File: config.mk
export PLATFORM = sky130hd
export DESIGN_NAME = hsv_to_rgb_converter_core_flat
export DESIGN_NICKNAME = d
export VERILOG_FILES = /design/src/design/h2r_pkg.sv /design/src/design/h2r_intf.sv /design/src/design/h2r_sextant.sv /design/src/design/h2r_terms.sv /design/src/design/h2r_div.sv /design/src/design/hsv_to_rgb_converter_core.sv /design/src/flat_wrapper.sv
export SDC_FILE = /design/constraint.sdc
export NUM_CORES = 2
export LEC_CHECK = 0
export BUFFER_PORTS_ARGS = -buffer_cell sky130_fd_sc_hd__buf_4
export CAP_MARGIN = 25
export CORE_ASPECT_RATIO = 1.1
export CORE_UTILIZATION = 60
export CTS_BUF_LIST = sky130_fd_sc_hd__clkbuf_8
export DETAILED_ROUTE_END_ITERATION = 10
export PLACE_DENSITY_LB_ADDON = 0.1
export SYNTH_ARGS = -nofsm -noshare
export SYNTH_HDL_FRONTEND = slang
export SYNTH_HIERARCHICAL = 1
export SYNTH_SLANG_ARGS = --single-unit
File: constraint.sdc
create_clock -name clk -period 12.4 [get_ports clk]
set_input_delay 2.48 -clock clk [delete_from_list [all_inputs] [get_ports clk]]
set_output_delay 2.48 -clock clk [all_outputs]
set_load 0.01 [all_outputs]
File: src/design/h2r_pkg.sv
// Shared constants, codes and types of the HSV to RGB converter.
`default_nettype none

package h2r_pkg;

  localparam int CHANNEL_BITS_DEF = 8;

  localparam int HUE_W  = 16;
  localparam int REM_W  = 12;
  localparam int SEXT_W = 5;

  localparam int LANES  = 3;
  localparam int LANE_P = 0;
  localparam int LANE_Q = 1;
  localparam int LANE_T = 2;

  localparam logic [HUE_W-1:0] HUE_FULL_TURN = 16'd23040;
  localparam logic [REM_W-1:0] HUE_SEXTANT   = 12'd3840;

  // A sextant is 15 << 8 hue units. For an 8-bit x, x / 15 = ((x + 1) * 273) >> 12.
  localparam int         FRAC_SHIFT  = 8;
  localparam logic [8:0] RECIP_15    = 9'd273;
  localparam int         RECIP_SHIFT = 12;

  localparam logic [SEXT_W-1:0] SX_RED     = 5'd0;
  localparam logic [SEXT_W-1:0] SX_YELLOW  = 5'd1;
  localparam logic [SEXT_W-1:0] SX_GREEN   = 5'd2;
  localparam logic [SEXT_W-1:0] SX_CYAN    = 5'd3;
  localparam logic [SEXT_W-1:0] SX_BLUE    = 5'd4;
  localparam logic [SEXT_W-1:0] SX_MAGENTA = 5'd5;

  typedef struct packed {
    logic              grey;
    logic [SEXT_W-1:0] sext;
  } h2r_side_t;

endpackage

`default_nettype wire

File: src/design/h2r_intf.sv
// Request channel interfaces for HSV pixels in and RGB pixels out.
`default_nettype none

interface h2r_in_if #(
  parameter int CHANNEL_BITS = h2r_pkg::CHANNEL_BITS_DEF
) ();
  import h2r_pkg::*;

  logic                    valid;
  logic                    ready;
  logic [HUE_W-1:0]        hue_deg_x64;
  logic [CHANNEL_BITS-1:0] sat_code;
  logic [CHANNEL_BITS-1:0] val_code;

  modport source (output valid, output hue_deg_x64, output sat_code, output val_code,
                  input ready);
  modport sink (input valid, input hue_deg_x64, input sat_code, input val_code,
                output ready);
endinterface

interface h2r_out_if #(
  parameter int CHANNEL_BITS = h2r_pkg::CHANNEL_BITS_DEF
) ();
  logic                    valid;
  logic                    ready;
  logic [CHANNEL_BITS-1:0] red;
  logic [CHANNEL_BITS-1:0] green;
  logic [CHANNEL_BITS-1:0] blue;

  modport source (output valid, output red, output green, output blue, input ready);
  modport sink (input valid, input red, input green, input blue, output ready);
endinterface

`default_nettype wire

File: src/design/h2r_sextant.sv
// Hue split into sextant and remainder, two pipeline stages.
`default_nettype none

module h2r_sextant #(
  parameter int CHANNEL_BITS = h2r_pkg::CHANNEL_BITS_DEF
) (
  input  logic                      clk,
  input  logic                      rst_n,
  input  logic                      in_valid,
  output logic                      in_ready,
  input  logic [h2r_pkg::HUE_W-1:0] in_hue,
  input  logic [CHANNEL_BITS-1:0]   in_sat,
  input  logic [CHANNEL_BITS-1:0]   in_val,
  output logic                      out_valid,
  input  logic                      out_ready,
  output logic [h2r_pkg::REM_W-1:0] out_rem,
  output logic [CHANNEL_BITS-1:0]   out_sat,
  output logic [CHANNEL_BITS-1:0]   out_val,
  output h2r_pkg::h2r_side_t        out_side
);
  import h2r_pkg::*;

  logic                    s1_vld_r;
  logic [HUE_W-1:0]        s1_hue_r;
  logic [CHANNEL_BITS-1:0] s1_sat_r;
  logic [CHANNEL_BITS-1:0] s1_val_r;
  h2r_side_t               s1_side_r;

  logic                    s2_vld_r;
  logic [REM_W-1:0]        s2_rem_r;
  logic [CHANNEL_BITS-1:0] s2_sat_r;
  logic [CHANNEL_BITS-1:0] s2_val_r;
  h2r_side_t               s2_side_r;

  logic             s1_rdy;
  logic             s2_rdy;
  logic [HUE_W-1:0] hue_norm;
  logic [8:0]       hue_hi_inc;
  logic [17:0]      sext_prod;
  h2r_side_t        s1_side_nxt;
  logic [8:0]       sext_x15;
  logic [16:0]      hue_base;
  logic [16:0]      rem_full;
  logic [REM_W-1:0] s2_rem_nxt;

  assign s2_rdy   = !s2_vld_r || out_ready;
  assign s1_rdy   = !s1_vld_r || s2_rdy;
  assign in_ready = s1_rdy;

  always_comb begin
    hue_norm         = (in_hue == HUE_FULL_TURN) ? '0 : in_hue;
    hue_hi_inc       = {1'b0, hue_norm[HUE_W-1:FRAC_SHIFT]} + 9'd1;
    sext_prod        = {9'd0, hue_hi_inc} * {9'd0, RECIP_15};
    s1_side_nxt.sext = sext_prod[RECIP_SHIFT +: SEXT_W];
    s1_side_nxt.grey = (in_sat == '0);
  end

  always_comb begin
    sext_x15   = {s1_side_r.sext, 4'b0000} - {4'b0000, s1_side_r.sext};
    hue_base   = {sext_x15, {FRAC_SHIFT{1'b0}}};
    rem_full   = {1'b0, s1_hue_r} - hue_base;
    s2_rem_nxt = rem_full[REM_W-1:0];
  end

  always_ff @(posedge clk) begin
    if (!rst_n) begin
      s1_vld_r <= 1'b0;
      s2_vld_r <= 1'b0;
    end else begin
      if (s1_rdy) begin
        s1_vld_r <= in_valid;
      end
      if (s2_rdy) begin
        s2_vld_r <= s1_vld_r;
      end
    end
  end

  always_ff @(posedge clk) begin
    if (s1_rdy && in_valid) begin
      s1_hue_r  <= hue_norm;
      s1_sat_r  <= in_sat;
      s1_val_r  <= in_val;
      s1_side_r <= s1_side_nxt;
    end
    if (s2_rdy && s1_vld_r) begin
      s2_rem_r  <= s2_rem_nxt;
      s2_sat_r  <= s1_sat_r;
      s2_val_r  <= s1_val_r;
      s2_side_r <= s1_side_r;
    end
  end

  assign out_valid = s2_vld_r;
  assign out_rem   = s2_rem_r;
  assign out_sat   = s2_sat_r;
  assign out_val   = s2_val_r;
  assign out_side  = s2_side_r;

endmodule

`default_nettype wire

File: src/design/h2r_terms.sv
// Numerators of the p, q and t terms, three pipeline stages.
`default_nettype none

module h2r_terms #(
  parameter int CHANNEL_BITS = h2r_pkg::CHANNEL_BITS_DEF,
  localparam int Y_W = 2 * CHANNEL_BITS + 4
) (
  input  logic                                   clk,
  input  logic                                   rst_n,
  input  logic                                   in_valid,
  output logic                                   in_ready,
  input  logic [h2r_pkg::REM_W-1:0]              in_rem,
  input  logic [CHANNEL_BITS-1:0]                in_sat,
  input  logic [CHANNEL_BITS-1:0]                in_val,
  input  h2r_pkg::h2r_side_t                     in_side,
  output logic                                   out_valid,
  input  logic                                   out_ready,
  output logic [h2r_pkg::LANES-1:0][Y_W-1:0]     out_y,
  output logic [CHANNEL_BITS-1:0]                out_val,
  output h2r_pkg::h2r_side_t                     out_side
);
  import h2r_pkg::*;

  localparam int N_W = CHANNEL_BITS + REM_W;
  localparam int P_W = CHANNEL_BITS + N_W;
  localparam logic [N_W-1:0] DEN = N_W'(((1 << CHANNEL_BITS) - 1) * 3840);

  logic                        s3_vld_r;
  logic [LANES-1:0][N_W-1:0]   s3_sk_r;
  logic [CHANNEL_BITS-1:0]     s3_val_r;
  h2r_side_t                   s3_side_r;

  logic                        s4_vld_r;
  logic [LANES-1:0][N_W-1:0]   s4_num_r;
  logic [CHANNEL_BITS-1:0]     s4_val_r;
  h2r_side_t                   s4_side_r;

  logic                        s5_vld_r;
  logic [LANES-1:0][Y_W-1:0]   s5_y_r;
  logic [CHANNEL_BITS-1:0]     s5_val_r;
  h2r_side_t                   s5_side_r;

  logic                        s3_rdy;
  logic                        s4_rdy;
  logic                        s5_rdy;
  logic [LANES-1:0][REM_W-1:0] frac_k;
  logic [LANES-1:0][N_W-1:0]   s3_sk_nxt;
  logic [LANES-1:0][N_W-1:0]   s4_num_nxt;
  logic [LANES-1:0][P_W-1:0]   prod;
  logic [LANES-1:0][Y_W-1:0]   s5_y_nxt;

  assign s5_rdy   = !s5_vld_r || out_ready;
  assign s4_rdy   = !s4_vld_r || s5_rdy;
  assign s3_rdy   = !s3_vld_r || s4_rdy;
  assign in_ready = s3_rdy;

  // Each term is v * (FULL * 3840 - s * k) / (FULL * 3840) for its own k.
  always_comb begin
    frac_k[LANE_P] = HUE_SEXTANT;
    frac_k[LANE_Q] = in_rem;
    frac_k[LANE_T] = HUE_SEXTANT - in_rem;
    for (int l = 0; l < LANES; l++) begin
      s3_sk_nxt[l]  = {{REM_W{1'b0}}, in_sat} * {{CHANNEL_BITS{1'b0}}, frac_k[l]};
      s4_num_nxt[l] = DEN - s3_sk_r[l];
      prod[l]       = {{N_W{1'b0}}, s4_val_r} * {{CHANNEL_BITS{1'b0}}, s4_num_r[l]};
      s5_y_nxt[l]   = prod[l][P_W-1:FRAC_SHIFT];
    end
  end

  always_ff @(posedge clk) begin
    if (!rst_n) begin
      s3_vld_r <= 1'b0;
      s4_vld_r <= 1'b0;
      s5_vld_r <= 1'b0;
    end else begin
      if (s3_rdy) begin
        s3_vld_r <= in_valid;
      end
      if (s4_rdy) begin
        s4_vld_r <= s3_vld_r;
      end
      if (s5_rdy) begin
        s5_vld_r <= s4_vld_r;
      end
    end
  end

  always_ff @(posedge clk) begin
    if (s3_rdy && in_valid) begin
      s3_sk_r   <= s3_sk_nxt;
      s3_val_r  <= in_val;
      s3_side_r <= in_side;
    end
    if (s4_rdy && s3_vld_r) begin
      s4_num_r  <= s4_num_nxt;
      s4_val_r  <= s3_val_r;
      s4_side_r <= s3_side_r;
    end
    if (s5_rdy && s4_vld_r) begin
      s5_y_r    <= s5_y_nxt;
      s5_val_r  <= s4_val_r;
      s5_side_r <= s4_side_r;
    end
  end

  assign out_valid = s5_vld_r;
  assign out_y     = s5_y_r;
  assign out_val   = s5_val_r;
  assign out_side  = s5_side_r;

endmodule

`default_nettype wire

File: src/design/h2r_div.sv
// Division of the three term products by 15 * FULL, three pipeline stages, three lanes.
`default_nettype none

module h2r_div #(
  parameter int CHANNEL_BITS = h2r_pkg::CHANNEL_BITS_DEF,
  localparam int Y_W = 2 * CHANNEL_BITS + 4
) (
  input  logic                                        clk,
  input  logic                                        rst_n,
  input  logic                                        in_valid,
  output logic                                        in_ready,
  input  logic [h2r_pkg::LANES-1:0][Y_W-1:0]          in_y,
  input  logic [CHANNEL_BITS-1:0]                     in_val,
  input  h2r_pkg::h2r_side_t                          in_side,
  output logic                                        out_valid,
  input  logic                                        out_ready,
  output logic [h2r_pkg::LANES-1:0][CHANNEL_BITS-1:0] out_quo,
  output logic [CHANNEL_BITS-1:0]                     out_val,
  output h2r_pkg::h2r_side_t                          out_side
);
  import h2r_pkg::*;

  localparam int C   = CHANNEL_BITS;
  localparam int M_W = C + 1;
  localparam int E_W = Y_W + M_W;
  localparam logic [Y_W-1:0] DIVISOR = Y_W'(15 * ((1 << C) - 1));
  localparam logic [M_W-1:0] RECIP   =
    M_W'((64'd1 << Y_W) / (64'd15 * ((64'd1 << C) - 64'd1)));

  logic                        s6_vld_r;
  logic [LANES-1:0][Y_W-1:0]   s6_y_r;
  logic [LANES-1:0][C-1:0]     s6_quo_r;
  logic [C-1:0]                s6_val_r;
  h2r_side_t                   s6_side_r;

  logic                        s7_vld_r;
  logic [LANES-1:0][Y_W-1:0]   s7_rem_r;
  logic [LANES-1:0][C-1:0]     s7_quo_r;
  logic [C-1:0]                s7_val_r;
  h2r_side_t                   s7_side_r;

  logic                        s8_vld_r;
  logic [LANES-1:0][C-1:0]     s8_quo_r;
  logic [C-1:0]                s8_val_r;
  h2r_side_t                   s8_side_r;

  logic                        s6_rdy;
  logic                        s7_rdy;
  logic                        s8_rdy;
  logic [LANES-1:0][E_W-1:0]   est_prod;
  logic [LANES-1:0][C-1:0]     s6_quo_nxt;
  logic [LANES-1:0][Y_W-1:0]   qd_prod;
  logic [LANES-1:0][Y_W-1:0]   s7_rem_nxt;
  logic [LANES-1:0][C-1:0]     s8_quo_nxt;

  assign s8_rdy   = !s8_vld_r || out_ready;
  assign s7_rdy   = !s7_vld_r || s8_rdy;
  assign s6_rdy   = !s6_vld_r || s7_rdy;
  assign in_ready = s6_rdy;

  // The reciprocal estimate is low by at most one, so one compare against the divisor
  // corrects it.
  always_comb begin
    for (int l = 0; l < LANES; l++) begin
      est_prod[l]   = {{M_W{1'b0}}, in_y[l]} * {{Y_W{1'b0}}, RECIP};
      s6_quo_nxt[l] = est_prod[l][Y_W +: C];
      qd_prod[l]    = {{(Y_W-C){1'b0}}, s6_quo_r[l]} * DIVISOR;
      s7_rem_nxt[l] = s6_y_r[l] - qd_prod[l];
      s8_quo_nxt[l] = s7_quo_r[l] + {{(C-1){1'b0}}, (s7_rem_r[l] >= DIVISOR)};
    end
  end

  always_ff @(posedge clk) begin
    if (!rst_n) begin
      s6_vld_r <= 1'b0;
      s7_vld_r <= 1'b0;
      s8_vld_r <= 1'b0;
    end else begin
      if (s6_rdy) begin
        s6_vld_r <= in_valid;
      end
      if (s7_rdy) begin
        s7_vld_r <= s6_vld_r;
      end
      if (s8_rdy) begin
        s8_vld_r <= s7_vld_r;
      end
    end
  end

  always_ff @(posedge clk) begin
    if (s6_rdy && in_valid) begin
      s6_y_r    <= in_y;
      s6_quo_r  <= s6_quo_nxt;
      s6_val_r  <= in_val;
      s6_side_r <= in_side;
    end
    if (s7_rdy && s6_vld_r) begin
      s7_rem_r  <= s7_rem_nxt;
      s7_quo_r  <= s6_quo_r;
      s7_val_r  <= s6_val_r;
      s7_side_r <= s6_side_r;
    end
    if (s8_rdy && s7_vld_r) begin
      s8_quo_r  <= s8_quo_nxt;
      s8_val_r  <= s7_val_r;
      s8_side_r <= s7_side_r;
    end
  end

  assign out_valid = s8_vld_r;
  assign out_quo   = s8_quo_r;
  assign out_val   = s8_val_r;
  assign out_side  = s8_side_r;

endmodule

`default_nettype wire

File: src/design/hsv_to_rgb_converter_core.sv
// Top level of the HSV to RGB pixel converter with sextant routing and output register.
`default_nettype none

// Converts one HSV pixel per clock to RGB. Hue is in 1/64 degree units, with 360 degrees
// folded to 0 and hue above 360 degrees giving black unless saturation is zero, which
// gives grey at the value code. On its way to the result a pixel passes these steps: two
// stages split the hue into sextant and remainder, three form the p, q and t numerators,
// three divide them by 15 * (2^CHANNEL_BITS - 1) through a reciprocal estimate and one
// correction step, and the output register routes the terms. A new request is taken every
// cycle; stalls on the result side fill pipeline bubbles before they hold off the input.
module hsv_to_rgb_converter_core #(
  parameter int CHANNEL_BITS = h2r_pkg::CHANNEL_BITS_DEF
) (
  input  logic      clk,
  input  logic      rst_n,
  h2r_in_if.sink    in_ch,
  h2r_out_if.source out_ch
);
  import h2r_pkg::*;

  localparam int Y_W = 2 * CHANNEL_BITS + 4;

  logic                              sx_valid;
  logic                              sx_ready;
  logic [REM_W-1:0]                  sx_rem;
  logic [CHANNEL_BITS-1:0]           sx_sat;
  logic [CHANNEL_BITS-1:0]           sx_val;
  h2r_side_t                         sx_side;

  logic                              tm_valid;
  logic                              tm_ready;
  logic [LANES-1:0][Y_W-1:0]         tm_y;
  logic [CHANNEL_BITS-1:0]           tm_val;
  h2r_side_t                         tm_side;

  logic                              dv_valid;
  logic                              dv_ready;
  logic [LANES-1:0][CHANNEL_BITS-1:0] dv_quo;
  logic [CHANNEL_BITS-1:0]           dv_val;
  h2r_side_t                         dv_side;

  logic                              out_vld_r;
  logic [CHANNEL_BITS-1:0]           out_red_r;
  logic [CHANNEL_BITS-1:0]           out_green_r;
  logic [CHANNEL_BITS-1:0]           out_blue_r;
  logic [CHANNEL_BITS-1:0]           out_red_nxt;
  logic [CHANNEL_BITS-1:0]           out_green_nxt;
  logic [CHANNEL_BITS-1:0]           out_blue_nxt;
  logic [CHANNEL_BITS-1:0]           term_p;
  logic [CHANNEL_BITS-1:0]           term_q;
  logic [CHANNEL_BITS-1:0]           term_t;
  logic                              out_load;

  h2r_sextant #(.CHANNEL_BITS(CHANNEL_BITS)) u_sextant (
    .clk       (clk),
    .rst_n     (rst_n),
    .in_valid  (in_ch.valid),
    .in_ready  (in_ch.ready),
    .in_hue    (in_ch.hue_deg_x64),
    .in_sat    (in_ch.sat_code),
    .in_val    (in_ch.val_code),
    .out_valid (sx_valid),
    .out_ready (sx_ready),
    .out_rem   (sx_rem),
    .out_sat   (sx_sat),
    .out_val   (sx_val),
    .out_side  (sx_side)
  );

  h2r_terms #(.CHANNEL_BITS(CHANNEL_BITS)) u_terms (
    .clk       (clk),
    .rst_n     (rst_n),
    .in_valid  (sx_valid),
    .in_ready  (sx_ready),
    .in_rem    (sx_rem),
    .in_sat    (sx_sat),
    .in_val    (sx_val),
    .in_side   (sx_side),
    .out_valid (tm_valid),
    .out_ready (tm_ready),
    .out_y     (tm_y),
    .out_val   (tm_val),
    .out_side  (tm_side)
  );

  h2r_div #(.CHANNEL_BITS(CHANNEL_BITS)) u_div (
    .clk       (clk),
    .rst_n     (rst_n),
    .in_valid  (tm_valid),
    .in_ready  (tm_ready),
    .in_y      (tm_y),
    .in_val    (tm_val),
    .in_side   (tm_side),
    .out_valid (dv_valid),
    .out_ready (dv_ready),
    .out_quo   (dv_quo),
    .out_val   (dv_val),
    .out_side  (dv_side)
  );

  assign dv_ready = !out_vld_r || out_ch.ready;
  assign out_load = dv_valid && dv_ready;

  assign term_p = dv_quo[LANE_P];
  assign term_q = dv_quo[LANE_Q];
  assign term_t = dv_quo[LANE_T];

  always_comb begin
    out_red_nxt   = '0;
    out_green_nxt = '0;
    out_blue_nxt  = '0;
    if (dv_side.grey) begin
      out_red_nxt   = dv_val;
      out_green_nxt = dv_val;
      out_blue_nxt  = dv_val;
    end else begin
      case (dv_side.sext)
        SX_RED: begin
          out_red_nxt   = dv_val;
          out_green_nxt = term_t;
          out_blue_nxt  = term_p;
        end
        SX_YELLOW: begin
          out_red_nxt   = term_q;
          out_green_nxt = dv_val;
          out_blue_nxt  = term_p;
        end
        SX_GREEN: begin
          out_red_nxt   = term_p;
          out_green_nxt = dv_val;
          out_blue_nxt  = term_t;
        end
        SX_CYAN: begin
          out_red_nxt   = term_p;
          out_green_nxt = term_q;
          out_blue_nxt  = dv_val;
        end
        SX_BLUE: begin
          out_red_nxt   = term_t;
          out_green_nxt = term_p;
          out_blue_nxt  = dv_val;
        end
        SX_MAGENTA: begin
          out_red_nxt   = dv_val;
          out_green_nxt = term_p;
          out_blue_nxt  = term_q;
        end
        default: begin
          out_red_nxt   = '0;
          out_green_nxt = '0;
          out_blue_nxt  = '0;
        end
      endcase
    end
  end

  always_ff @(posedge clk) begin
    if (!rst_n) begin
      out_vld_r <= 1'b0;
    end else if (dv_ready) begin
      out_vld_r <= dv_valid;
    end
  end

  always_ff @(posedge clk) begin
    if (out_load) begin
      out_red_r   <= out_red_nxt;
      out_green_r <= out_green_nxt;
      out_blue_r  <= out_blue_nxt;
    end
  end

  assign out_ch.valid = out_vld_r;
  assign out_ch.red   = out_red_r;
  assign out_ch.green = out_green_r;
  assign out_ch.blue  = out_blue_r;

  a_rem_in_sextant: assert property (@(posedge clk) disable iff (!rst_n)
    sx_valid |-> (sx_rem < HUE_SEXTANT))
    else $error("hue remainder is not below one sextant");

  a_terms_below_value: assert property (@(posedge clk) disable iff (!rst_n)
    dv_valid |-> (term_p <= dv_val && term_q <= dv_val && term_t <= dv_val))
    else $error("divided term exceeds the value code");

  a_grey_out: assert property (@(posedge clk) disable iff (!rst_n)
    (out_load && dv_side.grey) |=>
      (out_ch.red == out_ch.green && out_ch.green == out_ch.blue))
    else $error("zero saturation did not give a grey pixel");

  a_black_out: assert property (@(posedge clk) disable iff (!rst_n)
    (out_load && !dv_side.grey && dv_side.sext > SX_MAGENTA) |=>
      (out_ch.red == '0 && out_ch.green == '0 && out_ch.blue == '0))
    else $error("hue above a full turn did not give black");

endmodule

`default_nettype wire
File: src/flat_wrapper.sv
// flat-port wrapper written by rule: the top's interface ports become plain ports
module hsv_to_rgb_converter_core_flat import h2r_pkg::*;
#(
  parameter int CHANNEL_BITS = h2r_pkg::CHANNEL_BITS_DEF
)
  (clk, rst_n, in_ch_valid, in_ch_hue_deg_x64, in_ch_sat_code, in_ch_val_code, in_ch_ready, out_ch_valid, out_ch_red, out_ch_green, out_ch_blue, out_ch_ready);
  h2r_in_if #(.CHANNEL_BITS(CHANNEL_BITS)) in_ch_i ();
  h2r_out_if #(.CHANNEL_BITS(CHANNEL_BITS)) out_ch_i ();
  input  logic clk;
  input  logic rst_n;
  input wire logic [$bits(in_ch_i.valid)-1:0] in_ch_valid;
  input wire logic [$bits(in_ch_i.hue_deg_x64)-1:0] in_ch_hue_deg_x64;
  input wire logic [$bits(in_ch_i.sat_code)-1:0] in_ch_sat_code;
  input wire logic [$bits(in_ch_i.val_code)-1:0] in_ch_val_code;
  output wire logic [$bits(in_ch_i.ready)-1:0] in_ch_ready;
  output wire logic [$bits(out_ch_i.valid)-1:0] out_ch_valid;
  output wire logic [$bits(out_ch_i.red)-1:0] out_ch_red;
  output wire logic [$bits(out_ch_i.green)-1:0] out_ch_green;
  output wire logic [$bits(out_ch_i.blue)-1:0] out_ch_blue;
  input wire logic [$bits(out_ch_i.ready)-1:0] out_ch_ready;
  assign in_ch_i.valid = in_ch_valid;
  assign in_ch_i.hue_deg_x64 = in_ch_hue_deg_x64;
  assign in_ch_i.sat_code = in_ch_sat_code;
  assign in_ch_i.val_code = in_ch_val_code;
  assign in_ch_ready = in_ch_i.ready;
  assign out_ch_valid = out_ch_i.valid;
  assign out_ch_red = out_ch_i.red;
  assign out_ch_green = out_ch_i.green;
  assign out_ch_blue = out_ch_i.blue;
  assign out_ch_i.ready = out_ch_ready;
  hsv_to_rgb_converter_core #(.CHANNEL_BITS(CHANNEL_BITS)) u_core (.clk(clk), .rst_n(rst_n), .in_ch(in_ch_i), .out_ch(out_ch_i));
endmodule
==> flow_summary.ini <==
[power_and_ir_drop]
p_total_w = 0.00577
seq_power_share_pct = 38.7
p_leak_nw = 25.7
power.density_mw_per_mm2 = 104
p_switching_w = 0.00185
peakVddDrop_mv = 0.191
internal_power_w = 0.00392
pwr-share-clk_pct = 28.2
switching_share_pct = 32.1
p_comb_share_pct = 33.1

[synth]
synth_most_common_cell = inv_1
ys_seq_area_share_pct = 31.1
synth_top_area_share_pct = 30.8
synthDistinctLibCells = 100
syn-num-nets = 6010
ys_async_sr_fraction_pct = 0
avgSynthCellArea_um2 = 10.8
syn_area_mm2 = 0.0517
ys_seq_elements = 539
synthFlopType = edfxtp_1
synth_area_leaders = edfxtp_1 31%, fa_1 22%, ha_1 15%
yosysWarnings = 6
synth_edf_count = 530
syn_inst = 4772
yosysTopAreaCell = edfxtp_1
ys_top_cells_by_count = 954 x inv_1, 635 x ha_1, 567 x fa_1

[floorplanning]
die-area_mm2 = 0.0874
core_mm2 = 0.0851
die_h_um = 310
io_pins = 62
start_util_pct = 60.8
die_w_um = 282
rows = 112

[clock_network]
cts_buffers = 91
hold_buffers = 0
clock_sinks = 539
htree_levels = 3
root_buffer = clkbuf_8
cts_tree = built
clk_pin_slew_worst_paths_ps = 60
clockBufferDepth = 3
post_cts_buffers = 0
cts_resized = 0
clk_latency_ps = 740

[hold_path]
hp-class = flop to flop
min_from = u_core/u_div/s6_side_r[5]
hold_path_end = u_core/u_div/s7_side_r[5]
hold_depth = 0

[detailed_routing]
vias = 32200
post_drt_wl_per_cell_um = 15.6
firstDrtPassIters = 5
first_iter_violations = 1297
post_drt_via_cell_ratio = 5.31
drc_errors = 0
wl_um = 94300
ant_nets = 0

[timing]
relSlewSlack_pct = 32.5
drv_slew = 0
hold_viol_final = 0
hold_ws_ps = 391
tightest_slew_ps = 1010
tns_ps = 0
min_period_ps = 7100
rsz0062_at_grt = no
final-setup-viol-count = 0
finalClockSkew_ps = 39.3
fin_crit_sh_pct = 57.3
fmax_mhz = 141

[global_route]
grt-ovfl-total = 0
grt_pass1_vias = 33200
grtUsageTotal_pct = 22.5
grt_max_degree = 75
antenna_found_initial = 1
grt_pass1_wl_um = 160000

[worst_setup_path]
worst_ep_arrival_time_ps = 4620
r2r_start = u_core/u_sextant/out_rem[4]
worstPathRequired_ps = 9920
crit_path_max_fanout = 6
endpoint_kind = output port
rr_endpoint = u_core/u_terms/s3_sk_r[59]
start_kind = primary input
ff2ff_setup_slack_ps = 6290
path_class = primary input to output port
reg2reg_depth = 19

[final_layout]
synthToLayoutAreaGrowth_pct = 6.95
final_nets = 6082
num-fill-cells = 6712
layout-drive-gt1-share_pct = 5.25

[placed_design]
dp_hpwl_um = 74600
port_buffers = 61
gp_congestion = 0.869

[outcome]
status = finished clean

[job]
drv_cap = 0
placed cells by master, fill, tap and decap left out, drive strengths merged, types with 97 or more instances in the layout:
master    n
nand2   300
fa      567
a21oi   161
xnor2   156
and2    408
xor2     97
edfxtp  530
inv     987
nor2    127
ha      635
o21ai    97
worst max path at each step:
stage                            start                        to  slack [ps]  depth (start not counted)
final                     out_ch_ready               in_ch_ready        5300                         10
after global placement    out_ch_ready               in_ch_ready        5340                         10
after detailed placement  out_ch_ready               in_ch_ready        5290                         10
after global routing      out_ch_ready               in_ch_ready        5060                         10
after CTS                 out_ch_ready               in_ch_ready        5280                         10
after floorplan           out_ch_ready  u_core/u_div/s7_quo_r[0]        1900                          3
flip-flops by register name, summed over array words and instances (netlist names), 12 cells and up:
name and flops:
u_core/u_div/s6_y_r 60, u_core/u_div/s7_rem_r 60, u_core/u_terms/out_y 60, u_core/u_terms/s3_sk_r 51, u_core/u_terms/s4_num_r 51, u_core/u_div/out_quo 24, u_core/u_div/s6_quo_r 24, u_core/u_div/s7_quo_r 24
u_core/u_sextant/out_rem 12, u_core/u_sextant/s1_hue_r 12
critical path, cell delays in order:
cell and delay (ps):
buf_4 100, nand2b_1 150, nor2b_1 600, nand3_1 190, nor2b_1 150, buf_4 190, nand3_1 110, nor2b_1 370
nand2_1 120, buf_4 160
per-layer routing:
metal	track usage [%]	vias to the layer above	routed length [um]
li1	-	15800	-
met3	2.40	115	2800
met5	0	-	0
met2	40.2	474	47700
met4	6.48	0	1690
met1	29.0	15800	42200
stage by stage:
step / util, % / instance area, um^2 / cells / setup slack, ps
final: 65.0 / 55300 / 6054 / 5300
after global routing: 65.0 / 55300 / 6054 / 5060
after CTS: 65.0 / 55300 / 6052 / 5280
after detailed placement: 62.8 / 53400 / 5890 / 5290
after global placement: 62.7 / 53400 / 5888 / 5340
after floorplan: - / 51700 / 4772 / 1900
layout make-up:
type / count / area, um^2 / share of cell area (%)
repair buffers: 85 / 691 / 1.25
flip-flops and latches: 539 / 16100 / 29.1
clock buffers: 91 / 1250 / 2.26
diodes: 1 / 2.50 / 0.00452
clock inverters: 71 / 611 / 1.10
well taps: 1140 / 1430 / 2.58
inverters: 955 / 3580 / 6.48
multi-input cells: 3172 / 31700 / 57.2
power groups by stage:
stage	clock, W	sequential, W	combinational, W
3_5_place_dp	0	0.00227	0.00191
4_1_cts	0.00169	0.00224	0.00193
3_3_place_gp	0	0.00227	0.00187
5_1_grt	0.00176	0.00224	0.00220
2_1_floorplan	0	0.00224	0.00155
6_report	0.00163	0.00223	0.00191
logic make-up after synthesis:
| logic type | synth area share, % |
|---|---|
| buffers and inverters | 7.83 |
| adders and majority gates | 37.3 |
| muxes | 0.0774 |
| DFF | 31.1 |
| xor gates and xnor gates | 4.28 |
| AOI/OAI and AO/OA | 7.39 |
| and+or+nand+nor | 12.0 |
Power figures use the tool's default switching activity.
